**src/design/u16u8_pkg.sv**
```systemverilog
// shared types and constants for the utf-16le to utf-8 encoder
// no dependencies
package u16u8_pkg;

  localparam int unsigned CapW        = 13;
  localparam int unsigned MaxCapacity = 4096;
  localparam int unsigned QueueDepth  = 4;
  localparam int unsigned QueuePtrW   = $clog2(QueueDepth);
  localparam int unsigned MaxBytes    = 4;
  localparam int unsigned CntW        = $clog2(MaxBytes + 1);

  localparam logic [CapW-1:0] CapReset  = 13'd512;
  localparam logic [CapW-1:0] CapMax    = CapW'(MaxCapacity);
  localparam logic [15:0]     Lim1Byte  = 16'h0080;
  localparam logic [15:0]     Lim2Byte  = 16'h0800;
  localparam logic [7:0]      Lead2     = 8'hc0;
  localparam logic [7:0]      Lead3     = 8'he0;
  localparam logic [7:0]      ContMark  = 8'h80;
  localparam logic [7:0]      ContMask  = 8'h3f;
  localparam logic [7:0]      TermByte  = 8'h00;

  typedef struct packed {
    logic [MaxBytes-1:0][7:0] bytes;
    logic [CntW-1:0]          cnt;
    logic                     trunc;
  } job_t;

endpackage

```
**src/design/u16u8_front.sv**
```systemverilog
// front end: capacity register, string state and per-unit classification
// depends on u16u8_pkg
module u16u8_front (
  input  logic                   clk_i,
  input  logic                   rst_ni,
  input  logic                   cfg_we_i,
  input  logic [12:0]            cfg_wdata_i,
  input  logic                   in_valid_i,
  output logic                   in_ready_o,
  input  logic [15:0]            code_unit_i,
  input  logic                   last_unit_i,
  input  logic                   q_full_i,
  output logic                   q_push_o,
  output u16u8_pkg::job_t        q_job_o
);
  import u16u8_pkg::*;

  logic [CapW-1:0] cap_q, cap_eff;
  logic [CapW-1:0] bw_q, bw_d;
  logic            stop_q, stop_d;
  logic [1:0]      need;
  logic            room;
  logic            accept;
  logic [CapW:0]   sum;
  job_t            job;

  assign in_ready_o = !q_full_i;
  assign accept     = in_valid_i && in_ready_o;
  assign cap_eff    = (cap_q > CapMax) ? CapMax : cap_q;
  assign need       = (code_unit_i < Lim1Byte) ? 2'd1 :
                      (code_unit_i < Lim2Byte) ? 2'd2 : 2'd3;
  assign sum        = {1'b0, bw_q} + {{(CapW-1){1'b0}}, need};
  assign room       = sum < {1'b0, cap_eff};

  always_comb begin
    job    = '0;
    bw_d   = bw_q;
    stop_d = stop_q;
    if (!stop_q) begin
      if (code_unit_i == 16'h0000) begin
        job.bytes[0] = TermByte;
        job.cnt      = CntW'(1);
        stop_d       = 1'b1;
      end else if (!room) begin
        job.bytes[0] = TermByte;
        job.trunc    = 1'b1;
        job.cnt      = CntW'(1);
        stop_d       = 1'b1;
      end else begin
        case (need)
          2'd1: begin
            job.bytes[0] = code_unit_i[7:0];
          end
          2'd2: begin
            job.bytes[0] = Lead2 | {3'b000, code_unit_i[10:6]};
            job.bytes[1] = ContMark | ({2'b00, code_unit_i[5:0]} & ContMask);
          end
          default: begin
            job.bytes[0] = Lead3 | {4'b0000, code_unit_i[15:12]};
            job.bytes[1] = ContMark | ({2'b00, code_unit_i[11:6]} & ContMask);
            job.bytes[2] = ContMark | ({2'b00, code_unit_i[5:0]} & ContMask);
          end
        endcase
        job.cnt = CntW'(need);
        bw_d    = sum[CapW-1:0];
      end
    end
    if (last_unit_i) begin
      if (!stop_d) begin
        job.bytes[job.cnt[1:0]] = TermByte;
        job.cnt                 = job.cnt + CntW'(1);
      end
      bw_d   = '0;
      stop_d = 1'b0;
    end
  end

  assign q_push_o = accept && (job.cnt != '0);
  assign q_job_o  = job;

  always_ff @(posedge clk_i or negedge rst_ni) begin
    if (!rst_ni) begin
      cap_q  <= CapReset;
      bw_q   <= '0;
      stop_q <= 1'b0;
    end else begin
      if (cfg_we_i) begin
        cap_q <= cfg_wdata_i;
      end
      if (accept) begin
        bw_q   <= bw_d;
        stop_q <= stop_d;
      end
    end
  end

endmodule

```
**src/design/u16u8_queue.sv**
```systemverilog
// short job queue between front end and byte serializer
// depends on u16u8_pkg
module u16u8_queue (
  input  logic            clk_i,
  input  logic            rst_ni,
  input  logic            push_i,
  input  u16u8_pkg::job_t push_job_i,
  output logic            full_o,
  input  logic            pop_i,
  output logic            empty_o,
  output u16u8_pkg::job_t head_o
);
  import u16u8_pkg::*;

  job_t                 mem_q [QueueDepth];
  logic [QueuePtrW-1:0] wr_q, rd_q;
  logic [QueuePtrW:0]   cnt_q;
  logic                 do_push, do_pop;

  assign full_o  = cnt_q == (QueuePtrW+1)'(QueueDepth);
  assign empty_o = cnt_q == '0;
  assign do_push = push_i && !full_o;
  assign do_pop  = pop_i && !empty_o;
  assign head_o  = mem_q[rd_q];

  always_ff @(posedge clk_i) begin
    if (do_push) begin
      mem_q[wr_q] <= push_job_i;
    end
  end

  always_ff @(posedge clk_i or negedge rst_ni) begin
    if (!rst_ni) begin
      wr_q  <= '0;
      rd_q  <= '0;
      cnt_q <= '0;
    end else begin
      if (do_push) wr_q <= wr_q + QueuePtrW'(1);
      if (do_pop)  rd_q <= rd_q + QueuePtrW'(1);
      case ({do_push, do_pop})
        2'b10:   cnt_q <= cnt_q + (QueuePtrW+1)'(1);
        2'b01:   cnt_q <= cnt_q - (QueuePtrW+1)'(1);
        default: cnt_q <= cnt_q;
      endcase
    end
  end

endmodule

```
**src/design/u16u8_back.sv**
```systemverilog
// back end: walks the bytes of each queued job onto the output register
// depends on u16u8_pkg
module u16u8_back (
  input  logic            clk_i,
  input  logic            rst_ni,
  input  logic            q_empty_i,
  input  u16u8_pkg::job_t q_head_i,
  output logic            q_pop_o,
  output logic            out_valid_o,
  input  logic            out_ready_i,
  output logic [7:0]      out_byte_o,
  output logic            last_byte_o,
  output logic            truncated_o
);
  import u16u8_pkg::*;

  logic [1:0] idx_q;
  logic       ov_q;
  logic [7:0] byte_q;
  logic       last_q, trunc_q;
  logic       load, at_end;

  assign load    = !q_empty_i && (!ov_q || out_ready_i);
  assign at_end  = ({1'b0, idx_q} + CntW'(1)) == q_head_i.cnt;
  assign q_pop_o = load && at_end;

  always_ff @(posedge clk_i) begin
    if (load) begin
      byte_q  <= q_head_i.bytes[idx_q];
      last_q  <= at_end;
      trunc_q <= q_head_i.trunc;
    end
  end

  always_ff @(posedge clk_i or negedge rst_ni) begin
    if (!rst_ni) begin
      ov_q  <= 1'b0;
      idx_q <= '0;
    end else begin
      if (load) begin
        ov_q  <= 1'b1;
        idx_q <= at_end ? 2'd0 : idx_q + 2'd1;
      end else if (out_ready_i) begin
        ov_q <= 1'b0;
      end
    end
  end

  assign out_valid_o = ov_q;
  assign out_byte_o  = byte_q;
  assign last_byte_o = last_q;
  assign truncated_o = trunc_q;

endmodule

```
**src/design/utf16le_to_utf8_encoder.sv**
```systemverilog
// utf-16le to utf-8 encoder, top level: front end, job queue, byte serializer
// depends on u16u8_pkg, u16u8_front, u16u8_queue, u16u8_back
// path: an accepted unit's job is written into the job queue, then its bytes into the output register
// throughput: one output byte per cycle, set by the byte-wide output register, while the
//   receiver is ready and the queue holds a job; a unit yields 0 to 4 bytes
// reset: asynchronous, clears string state and queue, capacity back to 512
module utf16le_to_utf8_encoder (
  input  logic        clk_i,
  input  logic        rst_ni,
  input  logic        cfg_we_i,
  input  logic [12:0] cfg_wdata_i,
  input  logic        in_valid_i,
  output logic        in_ready_o,
  input  logic [15:0] code_unit_i,
  input  logic        last_unit_i,
  output logic        out_valid_o,
  input  logic        out_ready_i,
  output logic [7:0]  out_byte_o,
  output logic        last_byte_o,
  output logic        truncated_o
);
  import u16u8_pkg::*;

  logic q_full, q_push, q_empty, q_pop;
  job_t push_job, head_job;

  u16u8_front u_front (
    .clk_i, .rst_ni, .cfg_we_i, .cfg_wdata_i,
    .in_valid_i, .in_ready_o, .code_unit_i, .last_unit_i,
    .q_full_i (q_full),
    .q_push_o (q_push),
    .q_job_o  (push_job)
  );

  u16u8_queue u_queue (
    .clk_i, .rst_ni,
    .push_i     (q_push),
    .push_job_i (push_job),
    .full_o     (q_full),
    .pop_i      (q_pop),
    .empty_o    (q_empty),
    .head_o     (head_job)
  );

  u16u8_back u_back (
    .clk_i, .rst_ni,
    .q_empty_i (q_empty),
    .q_head_i  (head_job),
    .q_pop_o   (q_pop),
    .out_valid_o, .out_ready_i, .out_byte_o, .last_byte_o, .truncated_o
  );

  // a forced terminator is a lone zero byte
  a_trunc_last: assert property (@(posedge clk_i) disable iff (!rst_ni)
    out_valid_o && truncated_o |-> last_byte_o && out_byte_o == TermByte)
    else $error("truncated byte not a final terminator");

  // remaining bytes of a request follow without a gap
  a_no_gap: assert property (@(posedge clk_i) disable iff (!rst_ni)
    out_valid_o && out_ready_i && !last_byte_o |=> out_valid_o)
    else $error("gap inside a request's bytes");

  // nothing is pushed while the queue is full
  a_no_overflow: assert property (@(posedge clk_i) disable iff (!rst_ni)
    q_full |-> !q_push)
    else $error("push into full queue");

endmodule

```
**config.mk**
```make
export PLATFORM = sky130hd
export DESIGN_NAME = utf16le_to_utf8_encoder
export DESIGN_NICKNAME = d
export VERILOG_FILES = /design/src/design/u16u8_pkg.sv /design/src/design/u16u8_front.sv /design/src/design/u16u8_queue.sv /design/src/design/u16u8_back.sv /design/src/design/utf16le_to_utf8_encoder.sv
export SDC_FILE = /design/constraint.sdc
export NUM_CORES = 1
export LEC_CHECK = 0
export BUFFER_PORTS_ARGS = -buffer_cell sky130_fd_sc_hd__buf_2
export CELL_PAD_IN_SITES_DETAIL_PLACEMENT = 1
export CELL_PAD_IN_SITES_GLOBAL_PLACEMENT = 1
export CORE_MARGIN = 2
export CORE_UTILIZATION = 46
export CTS_CLUSTER_SIZE = 12
export DETAILED_ROUTE_END_ITERATION = 7
export GPL_TIMING_DRIVEN = 0
export HOLD_SLACK_MARGIN = 0.06
export PLACE_DENSITY_LB_ADDON = 0.1
export SLEW_MARGIN = 20
export SYNTH_ARGS = -nofsm -noshare
export SYNTH_HDL_FRONTEND = slang
export SYNTH_SLANG_ARGS = --single-unit
```
**constraint.sdc**
```tcl
create_clock -name clk_i -period 4.9 [get_ports clk_i]
set_clock_uncertainty 0.05 [all_clocks]
set_input_delay 0.98 -clock clk_i [delete_from_list [all_inputs] [get_ports clk_i]]
set_output_delay 0.98 -clock clk_i [all_outputs]
set_load 0.02 [all_outputs]
```
* Yosys cells after proc, flatten, opt, wreduce, memory -nomap -nowiden *
Memory sizes are Yosys's and may differ from the RTL's.
Index checks and enable logic that the tools add are counted.

word-level totals
  flip-flop bits (word level) = 47
  word-level logic and storage cells = 88
  memories = 1
  RAM bits = 144
  output and inout port bits = 12

memory list
  name           depth  bits a word  read ports  clocked after Yosys merged registers in  wr ports  line               RTL
  u_queue.mem_q  4      36           1           0                                        1         u16u8_queue.sv:15  job_t mem_q [QueueDepth];

operators by class
  add/subtract/negate cells = 8
  bitwise gates (word level) = 2
  $lt $le $gt $ge = 7
  eq/ne operators = 8
  reductions and logical operators = 19
  mux-type cells = 32

operators with widths
  operator                                                                 number
  35-bit 2-to-1 mux                                                        2
  13-bit 2-to-1 mux                                                        5
  24-bit by 32-bit AND with 32-bit output                                  1
  16-bit 2-to-1 mux                                                        2
  32-bit NOT                                                               1
  8-bit case mux with 2 select lines                                       2
  28-bit 2-to-1 mux                                                        1
  8-bit 2-to-1 mux                                                         3
  11-bit 2-to-1 mux                                                        2
  8-bit binary-select mux with 2-bit select                                1
  8-bit demux with 2-bit select                                            1
  16-bit zero test                                                         1
  16-bit by 12-bit < comparator with 1-bit output (second input constant)  1
  16-bit by 8-bit < comparator with 1-bit output (second input constant)   1
  13-bit by 2-bit adder with 14-bit output                                 1
  14-bit by 13-bit < comparator with 1-bit output                          1
  13-bit greater-than comparator (second input constant)                   1
  1-bit 2-to-1 mux                                                         10
  1-bit logical AND                                                        7
  2-bit by 1-bit adder with 2-bit output (second input constant)           3
  3-bit by 1-bit adder with 3-bit output (second input constant)           2
  2-bit by 3-bit < comparator with 1-bit output (second input constant)    2
  3-bit case mux with 2 select lines                                       1
  2-bit nonzero test                                                       3
  other kinds (15)                                                         21

* Longest topological paths before layout *
Gate-level depths: netlist of run 1.

  word-level depth = 22
  depth in mapped cells = 29
  mapped depth without buffers = 26

* Hierarchy *
A second synthesis of run 1 with hierarchy kept.

unflattened totals
  cell total of the unflattened synthesis = 549
  area total of the unflattened synthesis = 8723.4 sq um

modules (own cells, without submodules)
  module       area each (sq um)  cells each  sequential area each (sq um)  instances
  u16u8_queue  5635.4             225         4499.3                        1
  u16u8_front  2403.6             287         676.9                         1
  u16u8_back   684.4              37          375.4                         1

* Least setup slack after synthesis of run 1 *
OpenSTA, ideal clock, no wires.

  path kind = input port to flip-flop
  start = input code_unit_i[10]
  end = memory u_queue.mem_q[0][0] in the netlist's numbering, enable pin
  path slack = -1418 ps
  buffers on the path = 3
  setup time = 385 ps
  data required time = 4465 ps
  stages = 23
  arrival = 5883 ps
  cells stage by stage = or4_1 buf_2 nor3_4 inv_1 ha_1 a21o_1 nand2_1 nor2_1 and3_1 xor2_1 ha_1 a21o_1 a21oi_1 o221a_2 and3_1 buf_6 buf_6 nand2_1 ha_1 nand2b_1 o21ai_0 a311oi_2 and2_1

on the way
  longest elaborated chain between the ends = 16
  elaborated cells on any way between the ends = 21
  classes of those cells = add/sub: 2; order compare: 3; mux: 12; reduce/logical: 4

ends and longest elaborated chain
  element                                          line                           RTL
  start, declared                                  utf16le_to_utf8_encoder.sv:14  input logic [15:0] code_unit_i,
  16-bit by 12-bit < comparator with 1-bit output  u16u8_front.sv:31              (code_unit_i < Lim2Byte) ? 2'd2 : 2'd3;
  1-bit 2-to-1 mux                                 u16u8_front.sv:31
  2-bit 2-to-1 mux                                 u16u8_front.sv:30              assign need = (code_unit_i < Lim1Byte) ? 2'd1 :
  13-bit by 2-bit adder with 14-bit output         u16u8_front.sv:32              assign sum = {1'b0, bw_q} + {{(CapW-1){1'b0}}, need};
  14-bit by 13-bit < comparator with 1-bit output  u16u8_front.sv:33              assign room = sum < {1'b0, cap_eff};
  11-bit 2-to-1 mux                                u16u8_front.sv:44              end else if (!room) begin
  11-bit 2-to-1 mux                                u16u8_front.sv:40              if (code_unit_i == 16'h0000) begin
  28-bit 2-to-1 mux                                u16u8_front.sv:39              if (!stop_q) begin
  3-bit by 1-bit adder with 3-bit output           u16u8_front.sv:71              job.cnt = job.cnt + CntW'(1);
  35-bit 2-to-1 mux                                u16u8_front.sv:69              if (!stop_d) begin
  35-bit 2-to-1 mux *                              u16u8_front.sv:68              if (last_unit_i) begin
  3-bit nonzero test *                             u16u8_front.sv:78              assign q_push_o = accept && (job.cnt != '0);
  1-bit logical AND *                              u16u8_front.sv:78
  1-bit logical AND *                              u16u8_queue.sv:22              assign do_push = push_i && !full_o;
  1-bit 2-to-1 mux *                               u16u8_queue.sv:27              if (do_push) begin
  1-bit 2-to-1 mux (implied by the code) *         u16u8_queue.sv:28              mem_q[wr_q] <= push_job_i;
  end, declared                                    u16u8_queue.sv:15

Mark *: on every way between the ends. The rest lies on a longest branch, timed or not.

* Worst setup path in the final report of run 1 *
  start = input code_unit_i[9]
  end = register u_queue.cnt_q[2]

on the way
  longest elaborated chain between the ends = 16
  elaborated cells on any way between the ends = 23
  classes of those cells = add/sub: 2; order compare: 3; eq/ne: 2; mux: 11; reduce/logical: 5

ends and longest elaborated chain
  element                                                                                       line               RTL
  16-bit by 12-bit < comparator with 1-bit output                                               u16u8_front.sv:31
  1-bit 2-to-1 mux                                                                              u16u8_front.sv:31
  2-bit 2-to-1 mux                                                                              u16u8_front.sv:30
  13-bit by 2-bit adder with 14-bit output                                                      u16u8_front.sv:32
  14-bit by 13-bit < comparator with 1-bit output                                               u16u8_front.sv:33
  11-bit 2-to-1 mux                                                                             u16u8_front.sv:44
  11-bit 2-to-1 mux                                                                             u16u8_front.sv:40
  28-bit 2-to-1 mux                                                                             u16u8_front.sv:39
  3-bit by 1-bit adder with 3-bit output                                                        u16u8_front.sv:71
  35-bit 2-to-1 mux                                                                             u16u8_front.sv:69
  35-bit 2-to-1 mux *                                                                           u16u8_front.sv:68
  3-bit nonzero test *                                                                          u16u8_front.sv:78
  1-bit logical AND *                                                                           u16u8_front.sv:78
  1-bit logical AND *                                                                           u16u8_queue.sv:22
  2-bit by 1-bit equality test with 1-bit output / 2-bit equality test (equally long branches)  u16u8_queue.sv:40  case ({do_push, do_pop})
  3-bit case mux with 2 select lines / 2-bit nonzero test (equally long branches)               n/a
  end signal, assigned                                                                          u16u8_queue.sv:41  2'b10: cnt_q <= cnt_q + (QueuePtrW+1)'(1);
  end signal, assigned                                                                          u16u8_queue.sv:42  2'b01: cnt_q <= cnt_q - (QueuePtrW+1)'(1);
  end signal, assigned                                                                          u16u8_queue.sv:43  default: cnt_q <= cnt_q;
  end, declared                                                                                 u16u8_queue.sv:17  logic [QueuePtrW:0] cnt_q;

Marks and branches as above.
A chain may end at the register's enable or synchronous reset.

==> flow_summary.ini, run 1 <==
[outcome]
status = finished with violations
failed_checks = setup timing

[yosys]
seq_area_frac_synth_pct = 61.1
ys_top_cells_by_area = edfxtp_1 (48%), dfrtp_1 (13%), mux4_2 (7.9%)
synth_fa_ha_area_share_pct = 4.78
synth_top_family_by_area = multiplexers
synth_xor_xnor_area_share_pct = 2.46
synth_flop_cell = edfxtp_1
syn_inst = 505
synth_area_leader_cell = edfxtp_1
synth_top_area_share_pct = 48.1
synth_warnings = 0
synth.mux.area_fraction_pct = 11.6
synth.distinct_cells = 57
synth-compound-area-share_pct = 7.77
async_reset_ff_share_pct = 24.5
syn-cell-area_sq_um = 7120
synth-edff-count = 114
synth_seq_cells = 151
synth-simple-area-share_pct = 8.98
syn_avg_cell_area_sq_um = 14.1
synth.net_count = 566

[power_and_ir_drop]
internal-power_mw = 3.45
pwr-share-comb_pct = 38.2
p_leak_nw = 3.53
swShare_pct = 34.0
peakVddDrop_mv = 0.326
clkPwrFrac_pct = 25.1
netSwitchingPower_mw = 1.78
p_seq_share_pct = 36.7
powerDensity_nw_per_um2 = 566
total_power_mw = 5.24

[routing]
post-route-drc-count = 0
ant_nets = 0
vias = 4971
viasPerCell = 6.02
firstDrtPassIters = 5
wire_per_inst_um = 25.1
drt_iter0_markers = 371
routed_wl_mm = 20.8

[global_routing]
grt_remaining_overflow = 0
grt_usage_pct = 25.4
grt_first_pass_wirelength_mm = 30.5
antenna_found_initial = 0
grt_pass1_vias = 5196
grt_max_degree = 38

[worst_setup_path]
crit_path_end_kind = register
crit_type = input pin to register
worst-path-max-fanout = 5
reg2reg_depth = 23
cp.required_ns = 5.19
critical_path_arrival_ns = 5.97
cp-start-kind = input pin

[sta]
fin_ws_ns = -0.780
min_period_ns = 5.68
report.final.slew_viol_count = 0
period_share_pct = 116
hold_viol = 0
relSlewSlack_pct = 30.2
tightest_slew_ns = 1.05
clock.fmax_mhz = 176
setup_viol = 117
grt_setup_unrepaired = true

[clock_network]
clkTransAtPathRegs_ns = 0.06
clock_path_buffers = 2
root_buffer = clkbuf_16
numCtsBuffers = 17
cts_max_level = 4
cts_sinks = 151
clk_latency_ns = 0.42
cts_hold_buf = 0
cts_tree = built

[final_layout]
area_growth_pct = 29.9
drive_above_1_share_pct = 40.4
nNetsFinal = 686
diodes = 0
layout.cells.non_filler = 826

[die]
placeableCoreArea_sq_um = 15100
start_util_pct = 47.0
ios = 47
rows = 45
die_h_um = 128
die_area_sq_um = 16500
die_width_um = 128

[placement]
port_buffers = 46
dpl.hpwl_mm = 12.0
gp_congestion = 0.745
dp_cells = 739

[run]
drv_cap = 0

[min_path]
holdPathStages = 2
hold_path_class = register to register
[power groups by stage]
| stage | combinational [mW] | clock, mW | sequential, mW |
|---|---|---|---|
| after floorplan | 1.10 | 0 | 1.96 |
| after CTS | 1.92 | 1.32 | 1.92 |
| after global placement | 1.55 | 0 | 1.91 |
| after detailed placement | 1.62 | 0 | 1.94 |
| after global routing | 2.14 | 1.37 | 1.95 |
| final | 2.00 | 1.31 | 1.92 |
[cells in the final DEF, fill, tap and decap left out, drive strengths merged, types with 11 or more instances in the layout]
cell / netlist / final
edfxtp: 114 / 114
buf: 11 / 101
nand2: 39 / 39
dfrtp: 36 / 36
inv: 33 / 35
clkbuf: 13 / 31
mux4: 25 / 25
and2: 13 / 25
ha: 24 / 24
mux2: 16 / 16
nand3: 15 / 15
a21oi: 15 / 15
o21ai: 14 / 14
nor2: 13 / 13
xnor2: 12 / 12
o22ai: 11 / 11
nor3: 11 / 11
[logic make-up after synthesis]
group,count (synthesis)
adder cells (fa/ha/maj),26
multiplexers,49
AND/OR/NAND/NOR,121
flip-flops,151
buffers and inverters,57
AO/OA/AOI/OAI,81
XOR/XNOR,20
[cell type report]
type,instances,area (sq um)
Clock inverter,13,154
Sequential cell,151,4350
Fill cell,1431,5900
Buffer,21,98.8
Timing Repair Buffer,92,666
Tap cell,188,235
Clock buffer,19,433
Inverter,33,126
Multi-Input combinational cell,309,3190
[layer usage]
layer	wire length (um)	track usage, %	vias to the layer above
met3	992	4.82	19
met5	0	0	-
li1	-	-	2181
met4	262	8.99	0
met1	8730	33.6	2611
met2	10800	42.4	160
[cell usage after synthesis, types with 2 or more instances]
library cell / instances
a221oi_1: 6
fa_1: 2
o21ai_0: 14
mux2i_1: 8
ha_1: 24
xor2_1: 8
nor3_1: 10
o22ai_1: 11
dfrtp_1: 36
and3_1: 8
mux2_2: 15
buf_6: 2
nand2_1: 39
and2_1: 12
mux4_2: 25
xnor2_1: 12
inv_1: 33
a21o_1: 5
edfxtp_1: 114
a22o_1: 2
or4_1: 3
nand2b_1: 2
a2111oi_0: 2
o31ai_1: 2
nand3_1: 15
buf_1: 4
a21oi_1: 14
a211oi_1: 10
nand4_1: 6
buf_2: 5
clkbuf_1: 13
nor2_1: 12
a31oi_1: 4
nor4_1: 2
o21a_1: 2
o311ai_0: 2
[through the flow]
stage | hold WS, ns | area (sq um) | util (%) | setup TNS (ns) | worst slack [ns]
finish | 0.441 | 9250 | 61.1 | -67.73 | -0.780
global route | 0.469 | 9250 | 61.1 | -80.84 | -0.964
CTS | 0.452 | 8980 | 59.3 | -59.42 | -0.690
detailed placement | 0.438 | 7900 | 52.1 | -323.99 | -2.06
global placement | 0.421 | 7900 | 52.1 | -310.99 | -2.00
floorplan | 0.412 | 7430 | - | -115.08 | -1.08
[timing repair]
| action | in CTS | in global routing |
|---|---|---|
| buffers inserted | 34 | 14 |
| setup endpoints to repair | 214 | 188 |
| gates resized for setup | 47 | 40 |
| pin swaps | 35 | 30 |
| gates cloned | 11 | 1 |
[sequential cells by signal (all words and copies together) (netlist names), 2 cells and up]
signal / count
u_back.idx_q: 2
u_back.out_byte_o: 8
u_front.bw_q: 13
u_front.cap_q: 13
u_queue.cnt_q: 3
u_queue.mem_q: 104
u_queue.rd_q: 2
u_queue.wr_q: 2
[path summary, 6_finish.rpt]
kind,endpoint,start,slack (ns)
worst max-delay path,u_queue.cnt_q[2]$_DFFE_PN0P_,code_unit_i[9],-0.78
worst min-delay path,u_back.out_valid_o$_DFFE_PN0P_,u_back.out_valid_o$_DFFE_PN0P_,0.44
worst max register to register,u_queue.cnt_q[2]$_DFFE_PN0P_,u_front.bw_q[1]$_DFFE_PN0P_,0.30
worst min register to register,u_back.out_valid_o$_DFFE_PN0P_,u_back.out_valid_o$_DFFE_PN0P_,0.44
max in group asynchronous,u_front.bw_q[12]$_DFFE_PN0P_,rst_ni,3.59
min in group asynchronous,u_back.out_valid_o$_DFFE_PN0P_,rst_ni,0.64
[critical path, stage by stage]
cell,delay [ns]
buf_8,0.10
or4_4,0.56
nor3_4,0.24
inv_2,0.09
ha_4,0.27
a21o_4,0.15
buf_4,0.12
nand3_1,0.09
xnor2_1,0.31
ha_1,0.32
a21oi_1,0.19
o21a_1,0.17
o221a_4,0.24
and3_4,0.23
nand2_4,0.07
ha_4,0.23
nand2b_4,0.15
o21ai_4,0.17
a311oi_4,0.11
buf_6,0.17
inv_4,0.05
ha_4,0.12
inv_2,0.04
fa_2,0.35
xor2_1,0.15
nor2_1,0.13
xor2_1,0.15
(Power assumes the default switching activity.)
==> inputs of run 2 (changes only) <==
--- a/config.mk
+++ b/config.mk
@@ -8,6 +8,7 @@
 export BUFFER_PORTS_ARGS = -buffer_cell sky130_fd_sc_hd__buf_2
 export CELL_PAD_IN_SITES_DETAIL_PLACEMENT = 1
 export CELL_PAD_IN_SITES_GLOBAL_PLACEMENT = 1
+export CORE_ASPECT_RATIO = 0.7
 export CORE_MARGIN = 2
 export CORE_UTILIZATION = 46
 export CTS_CLUSTER_SIZE = 12
==> run 2 against run 1 <==
Compared with the run above:
- the run still ends with setup timing left
- sequential share of layout area rose by 0.35 points
- setup slack got worse by 0.016 ns
- fmax fell by 0.28%
- non-clock buffer count fell by 6
- utilization fell by 1.1 points
- final area fell by 0.73%
- sequential cell count did not move
- first-iteration DRC count rose by 19%
- clock-buffer cell count fell by 2
- routed wire length fell by 1.8%
- critical endpoint unchanged
- largest cell class unchanged
- highest routed layer unchanged
==> flow_summary.ini, run 2 (same netlist as run 1, synthesis figures left out) <==
[min_path]
holdPathEnd = u_queue.cnt_q[2]$_DFFE_PN0P_
holdPathStages = 1
min_from = u_queue.cnt_q[2]$_DFFE_PN0P_
hold_path_class = register to register

[sta]
setup_viol = 109
hold_viol = 0
grt_setup_unrepaired = true
holdWs_ns = 0.448
tightest_slew_ns = 1.11
period_share_pct = 116
fin_ws_ns = -0.796
relSlewSlack_pct = 25.7
clock.fmax_mhz = 176
min_period_ns = 5.70
report.final.slew_viol_count = 0

[final_layout]
multi_input_area_sq_um = 3170
diodes = 0
top_register = u_queue.mem_q
register_area_sq_um = 4350
nNetsFinal = 680
largest_reg_flops = 104
drive_above_1_share_pct = 39.9
layout_common_cells = edfxtp_1 (114), buf_2 (46), dfrtp_1 (36)
fillCellCount = 1463
top_regs = u_queue.mem_q x104, u_front.bw_q x13, u_front.cap_q x13
final_common_cell = edfxtp_1
area_growth_pct = 29.0

[die]
ios = 47
rows = 38
start_util_pct = 46.5
die_h_um = 108
die_width_um = 153
die_area_sq_um = 16500
placeableCoreArea_sq_um = 15300

[routing]
vias = 4859
ant_nets = 0
drt_iter0_markers = 443
wire_per_inst_um = 24.5
firstDrtPassIters = 5
post-route-drc-count = 0
routed_wl_mm = 20.4
viasPerCell = 5.84

[power_and_ir_drop]
peakVddDrop_mv = 0.277
total_power_mw = 5.29
powerDensity_nw_per_um2 = 576
p_leak_nw = 3.49

[worst_setup_path]
rrSetupSlack_ns = 0.22
crit_type = input pin to register
cp-start-kind = input pin
crit_path_end_kind = register
r2r_end = u_queue.cnt_q[2]$_DFFE_PN0P_
rr_startpoint = u_front.bw_q[2]$_DFFE_PN0P_
critical_path_arrival_ns = 6.00
reg2reg_depth = 24
cp.required_ns = 5.20
worst-path-max-fanout = 5

[global_routing]
antenna_found_initial = 0
grt_pass1_vias = 5024
grt_max_degree = 38
grt_remaining_overflow = 0
grt_usage_pct = 25.6
grt_first_pass_wirelength_mm = 30.7

[outcome]
status = finished with violations
failed_checks = setup timing

[clock_network]
clock_path_buffers = 2
clkTransAtPathRegs_ns = 0.06
cts_max_level = 4
cts_hold_buf = 0
cts_tree = built
clk_latency_ns = 0.43
cts_sinks = 151
numCtsBuffers = 17
root_buffer = clkbuf_16

[placement]
gp_congestion = 0.827
port_buffers = 46
dpl.hpwl_mm = 12.5

[run]
drv_cap = 0
run 2: cell count changes in the layout (fill, tap and decap cells not counted), sizes merged:
cell    delta
buf        -6
clkbuf     -2
clkinv     +1
inv        +1
run 2: power by group:
group          internal (mW)  switching [mW]
combinational          0.860            1.17
sequential              1.80           0.120
clock                  0.802           0.546
total                   3.46            1.83
run 2: metal layers:
metal	global-route usage, %	vias up	wire length (um)
met1	37.0	2508	9550
met5	0	-	0
met4	6.61	0	257
met3	6.73	22	1200
li1	-	2169	-
met2	39.1	160	9380
run 2: stage by stage:
stage	cell area [sq um]	setup TNS, ns	worst slack, ns	util (%)	cells
detailed placement	7910	-330.55	-2.11	51.7	751
global route	9180	-78.09	-1.01	60.0	832
CTS	9000	-59.45	-0.730	58.8	825
global placement	7910	-320.08	-2.09	51.7	751
finish	9180	-61.94	-0.796	60.0	832
floorplan	7430	-115.08	-1.08	-	505
run 2: how the worst max path moves through the flow:
stage                                         end  slack [ns]            start  cells after the start
floorplan            u_queue.cnt_q[2]$_DFFE_PN0P_       -1.08  code_unit_i[10]                     29
detailed placement  u_queue.mem_q[3][8]$_DFFE_PP_       -2.11  code_unit_i[10]                     24
CTS                  u_queue.cnt_q[2]$_DFFE_PN0P_       -0.73  code_unit_i[11]                     28
global route         u_queue.cnt_q[2]$_DFFE_PN0P_       -1.01   code_unit_i[9]                     28
global placement    u_queue.mem_q[1][8]$_DFFE_PP_       -2.09  code_unit_i[10]                     21
finish               u_queue.cnt_q[2]$_DFFE_PN0P_       -0.80   code_unit_i[9]                     28
run 2: what timing repair did:
| item | in CTS | in global routing |
|---|---|---|
| cloned | 12 | 0 |
| pin swaps | 27 | 28 |
| buffers inserted | 33 | 9 |
| resized for setup | 49 | 27 |
| setup endpoints to repair | 212 | 200 |
run 2: cell type report:
type / count / area share [%]
multi-input cells: 309 / 34.5
repair buffers: 86 / 6.43
well taps: 200 / 2.73
plain buffers: 21 / 1.08
clock inverters: 15 / 1.91
flip-flops and latches: 151 / 47.4
inverters: 33 / 1.38
clock buffers: 17 / 4.63
run 2: worst max-delay path, stage by stage:
cell and delay [ns]:
buf_4 0.14, or4_4 0.54, nor3_4 0.24, inv_2 0.09, ha_4 0.27, a21o_4 0.15
nand2_4 0.06, nor2_4 0.16, and3_4 0.22, xor2_1 0.18, ha_1 0.31, a21o_1 0.20
a21oi_2 0.15, o221a_4 0.22, and3_4 0.23, nand2_4 0.07, ha_4 0.20, nand2b_4 0.15
o21ai_4 0.16, a311oi_4 0.10, buf_6 0.17, inv_4 0.05, ha_4 0.12, inv_2 0.04
fa_2 0.34, xor2_1 0.15, nor2_1 0.13, xor2_1 0.15
==> inputs of run 3 (changes only) <==
--- a/config.mk
+++ b/config.mk
@@ -8,14 +8,14 @@
 export BUFFER_PORTS_ARGS = -buffer_cell sky130_fd_sc_hd__buf_2
 export CELL_PAD_IN_SITES_DETAIL_PLACEMENT = 1
 export CELL_PAD_IN_SITES_GLOBAL_PLACEMENT = 1
-export CORE_ASPECT_RATIO = 0.7
+export CORE_ASPECT_RATIO = 1.4
 export CORE_MARGIN = 2
 export CORE_UTILIZATION = 46
-export CTS_CLUSTER_SIZE = 12
 export DETAILED_ROUTE_END_ITERATION = 7
 export GPL_TIMING_DRIVEN = 0
 export HOLD_SLACK_MARGIN = 0.06
 export PLACE_DENSITY_LB_ADDON = 0.1
+export SETUP_SLACK_MARGIN = 0.4
 export SLEW_MARGIN = 20
 export SYNTH_ARGS = -nofsm -noshare
 export SYNTH_HDL_FRONTEND = slang
==> run 3 against run 2 <==
Compared with the run above:
- the run still ends with setup timing left
- sequential share of layout area shrank 1.4 points
- clock-buffer cell count is the same
- global-route usage is essentially flat
- register-to-register slack gained 0.04 ns
- non-clock buffer count grew 11
- clock power grew 3%
- final cell count grew 0.48%
- sequential power is essentially flat
==> flow_summary.ini, run 3 (same netlist as run 1, synthesis figures left out) <==
[final_layout]
largest_reg_flops = 104
layout_common_cells = edfxtp_1 (114), buf_2 (43), dfrtp_1 (36)
final_common_cell = edfxtp_1
area_growth_pct = 32.9
top_register = u_queue.mem_q
nNetsFinal = 691
drive_above_1_share_pct = 41.7
top_regs = u_queue.mem_q x104, u_front.bw_q x13, u_front.cap_q x13

[power_and_ir_drop]
pwr-share-comb_pct = 38.2
netSwitchingPower_mw = 1.86
p_leak_nw = 3.59
peakVddDrop_mv = 0.280
internal-power_mw = 3.50
swShare_pct = 34.7
p_seq_share_pct = 35.8
clkPwrFrac_pct = 26.0
powerDensity_nw_per_um2 = 566
total_power_mw = 5.36

[worst_setup_path]
crit_type = input pin to register
path_delay_family = simple AND/OR/NAND/NOR gates
cp.required_ns = 5.21
cp-start-kind = input pin
rr_startpoint = u_front.bw_q[2]$_DFFE_PN0P_
r2r_end = u_queue.cnt_q[2]$_DFFE_PN0P_
path_buf_inv = 8
max_stage_delay_ns = 0.52
worst_path_most_repeated_cell = ha_4
reg2reg_depth = 26
critical_path_arrival_ns = 6.04
rrSetupSlack_ns = 0.26
slowest_stage = or4_4
crit_path_end_kind = register
worst-path-max-fanout = 5

[routing]
drt_iter0_markers = 292
routed_wl_mm = 21.6
firstDrtPassIters = 5
wire_per_inst_um = 25.8
viasPerCell = 6.03
post-route-drc-count = 0
ant_nets = 0
vias = 5042

[min_path]
holdPathStages = 2
hold_path_class = register to register
min_from = u_back.out_valid_o$_DFFE_PN0P_
holdPathEnd = u_back.out_valid_o$_DFFE_PN0P_

[die]
rows = 53
die_width_um = 109
placeableCoreArea_sq_um = 15100
ios = 47
die_h_um = 151
die_area_sq_um = 16500
start_util_pct = 47.3

[global_routing]
grt_usage_pct = 25.6
grtUsageMet1_pct = 28.0
grt_first_pass_wirelength_mm = 30.2
grt_max_degree = 38
grt-busiest-layer = met2
grt_remaining_overflow = 0
gr-usage-met2_pct = 46.9
antenna_found_initial = 0
grt_pass1_vias = 5269
grt_use_met3_pct = 4.69

[sta]
min_period_ns = 5.73
report.final.slew_viol_count = 0
clock.fmax_mhz = 175
grt_setup_unrepaired = true
period_share_pct = 117
setup_viol = 115
tightest_slew_ns = 1.26
hold_viol = 0
fin_ws_ns = -0.830
relSlewSlack_pct = 15.8

[outcome]
status = finished with violations
failed_checks = setup timing

[placement]
dpl.hpwl_mm = 12.0
gp_congestion = 0.864
post-place-ws_ns = -2.02
port_buffers = 46

[clock_network]
clk_latency_ns = 0.44
cts_sinks = 151
clkTransAtPathRegs_ns = 0.07
clock_path_buffers = 2
cts_tree = built
numCtsBuffers = 17
root_buffer = clkbuf_16
cts_max_level = 4

[run]
drv_cap = 0
-- run 3: layout make-up --
type	instances	area (sq um)
timing repair buffer	94	726
antenna	1	2.50
clock buffer	17	425
inverter	33	131
clock inverter	15	190
sequential	151	4350
tap	192	240
multi-input combinational	309	3250
buffer	24	154
fill	1411	5590
-- run 3: repair_timing --
action | in CTS | in global routing
cloned | 6 | 7
buffers inserted | 35 | 12
hold buffers | 0 | 0
setup endpoints to repair | 227 | 227
pin swaps | 44 | 19
endpoints found under the hold margin | 0 | 0
resized for setup | 71 | 31
-- run 3: power by group through the flow --
stage / clock network, mW / logic [mW] / registers (mW)
6_report: 1.39 / 2.05 / 1.92
5_1_grt: 1.45 / 2.19 / 1.95
4_1_cts: 1.40 / 1.87 / 1.91
3_5_place_dp: 0 / 1.62 / 1.94
3_3_place_gp: 0 / 1.56 / 1.91
2_1_floorplan: 0 / 1.10 / 1.96
-- run 3: worst max-delay path by stage --
stage | from | to | cells past startpoint | slack (ns)
after global placement | code_unit_i[10] | u_queue.mem_q[0][25]$_DFFE_PP_ | 20 | -2.07
after global routing | code_unit_i[7] | u_queue.cnt_q[2]$_DFFE_PN0P_ | 31 | -0.98
after detailed placement | code_unit_i[10] | u_queue.mem_q[0][9]$_DFFE_PP_ | 22 | -2.02
final | code_unit_i[9] | u_queue.cnt_q[2]$_DFFE_PN0P_ | 31 | -0.83
after CTS | code_unit_i[11] | u_queue.cnt_q[2]$_DFFE_PN0P_ | 27 | -0.78
after floorplan | code_unit_i[10] | u_queue.cnt_q[2]$_DFFE_PN0P_ | 29 | -1.08
-- run 3: per-layer routing --
metal | vias up | share of wire, %
met5 | - | 0
met4 | 0 | 4.3
met3 | 61 | 5.1
met2 | 201 | 56
met1 | 2589 | 35
li1 | 2191 | -
-- run 3: worst reg2reg max path: cells and delay by family (launching register included) --
family          cells  cell delay [ns]
simple gates        8             1.34
fa+ha+maj           4             0.90
buf+inv             6             0.65
compound gates      5             0.80
flops               1             0.32
xor+xnor            3             0.50
-- run 3: metrics by stage --
step           area, sq um  hold WS, ns  utilization, %  instances  TNS [ns]
4_1_cts               9130        0.443            60.7        816    -66.56
3_5_place_dp          7910        0.429            52.6        743   -323.19
2_1_floorplan         7440        0.412               -        505   -115.04
3_3_place_gp          7910        0.416            52.6        743   -328.16
5_1_grt               9460        0.471            62.9        835    -90.82
6_report              9470        0.439            62.9        836    -77.71
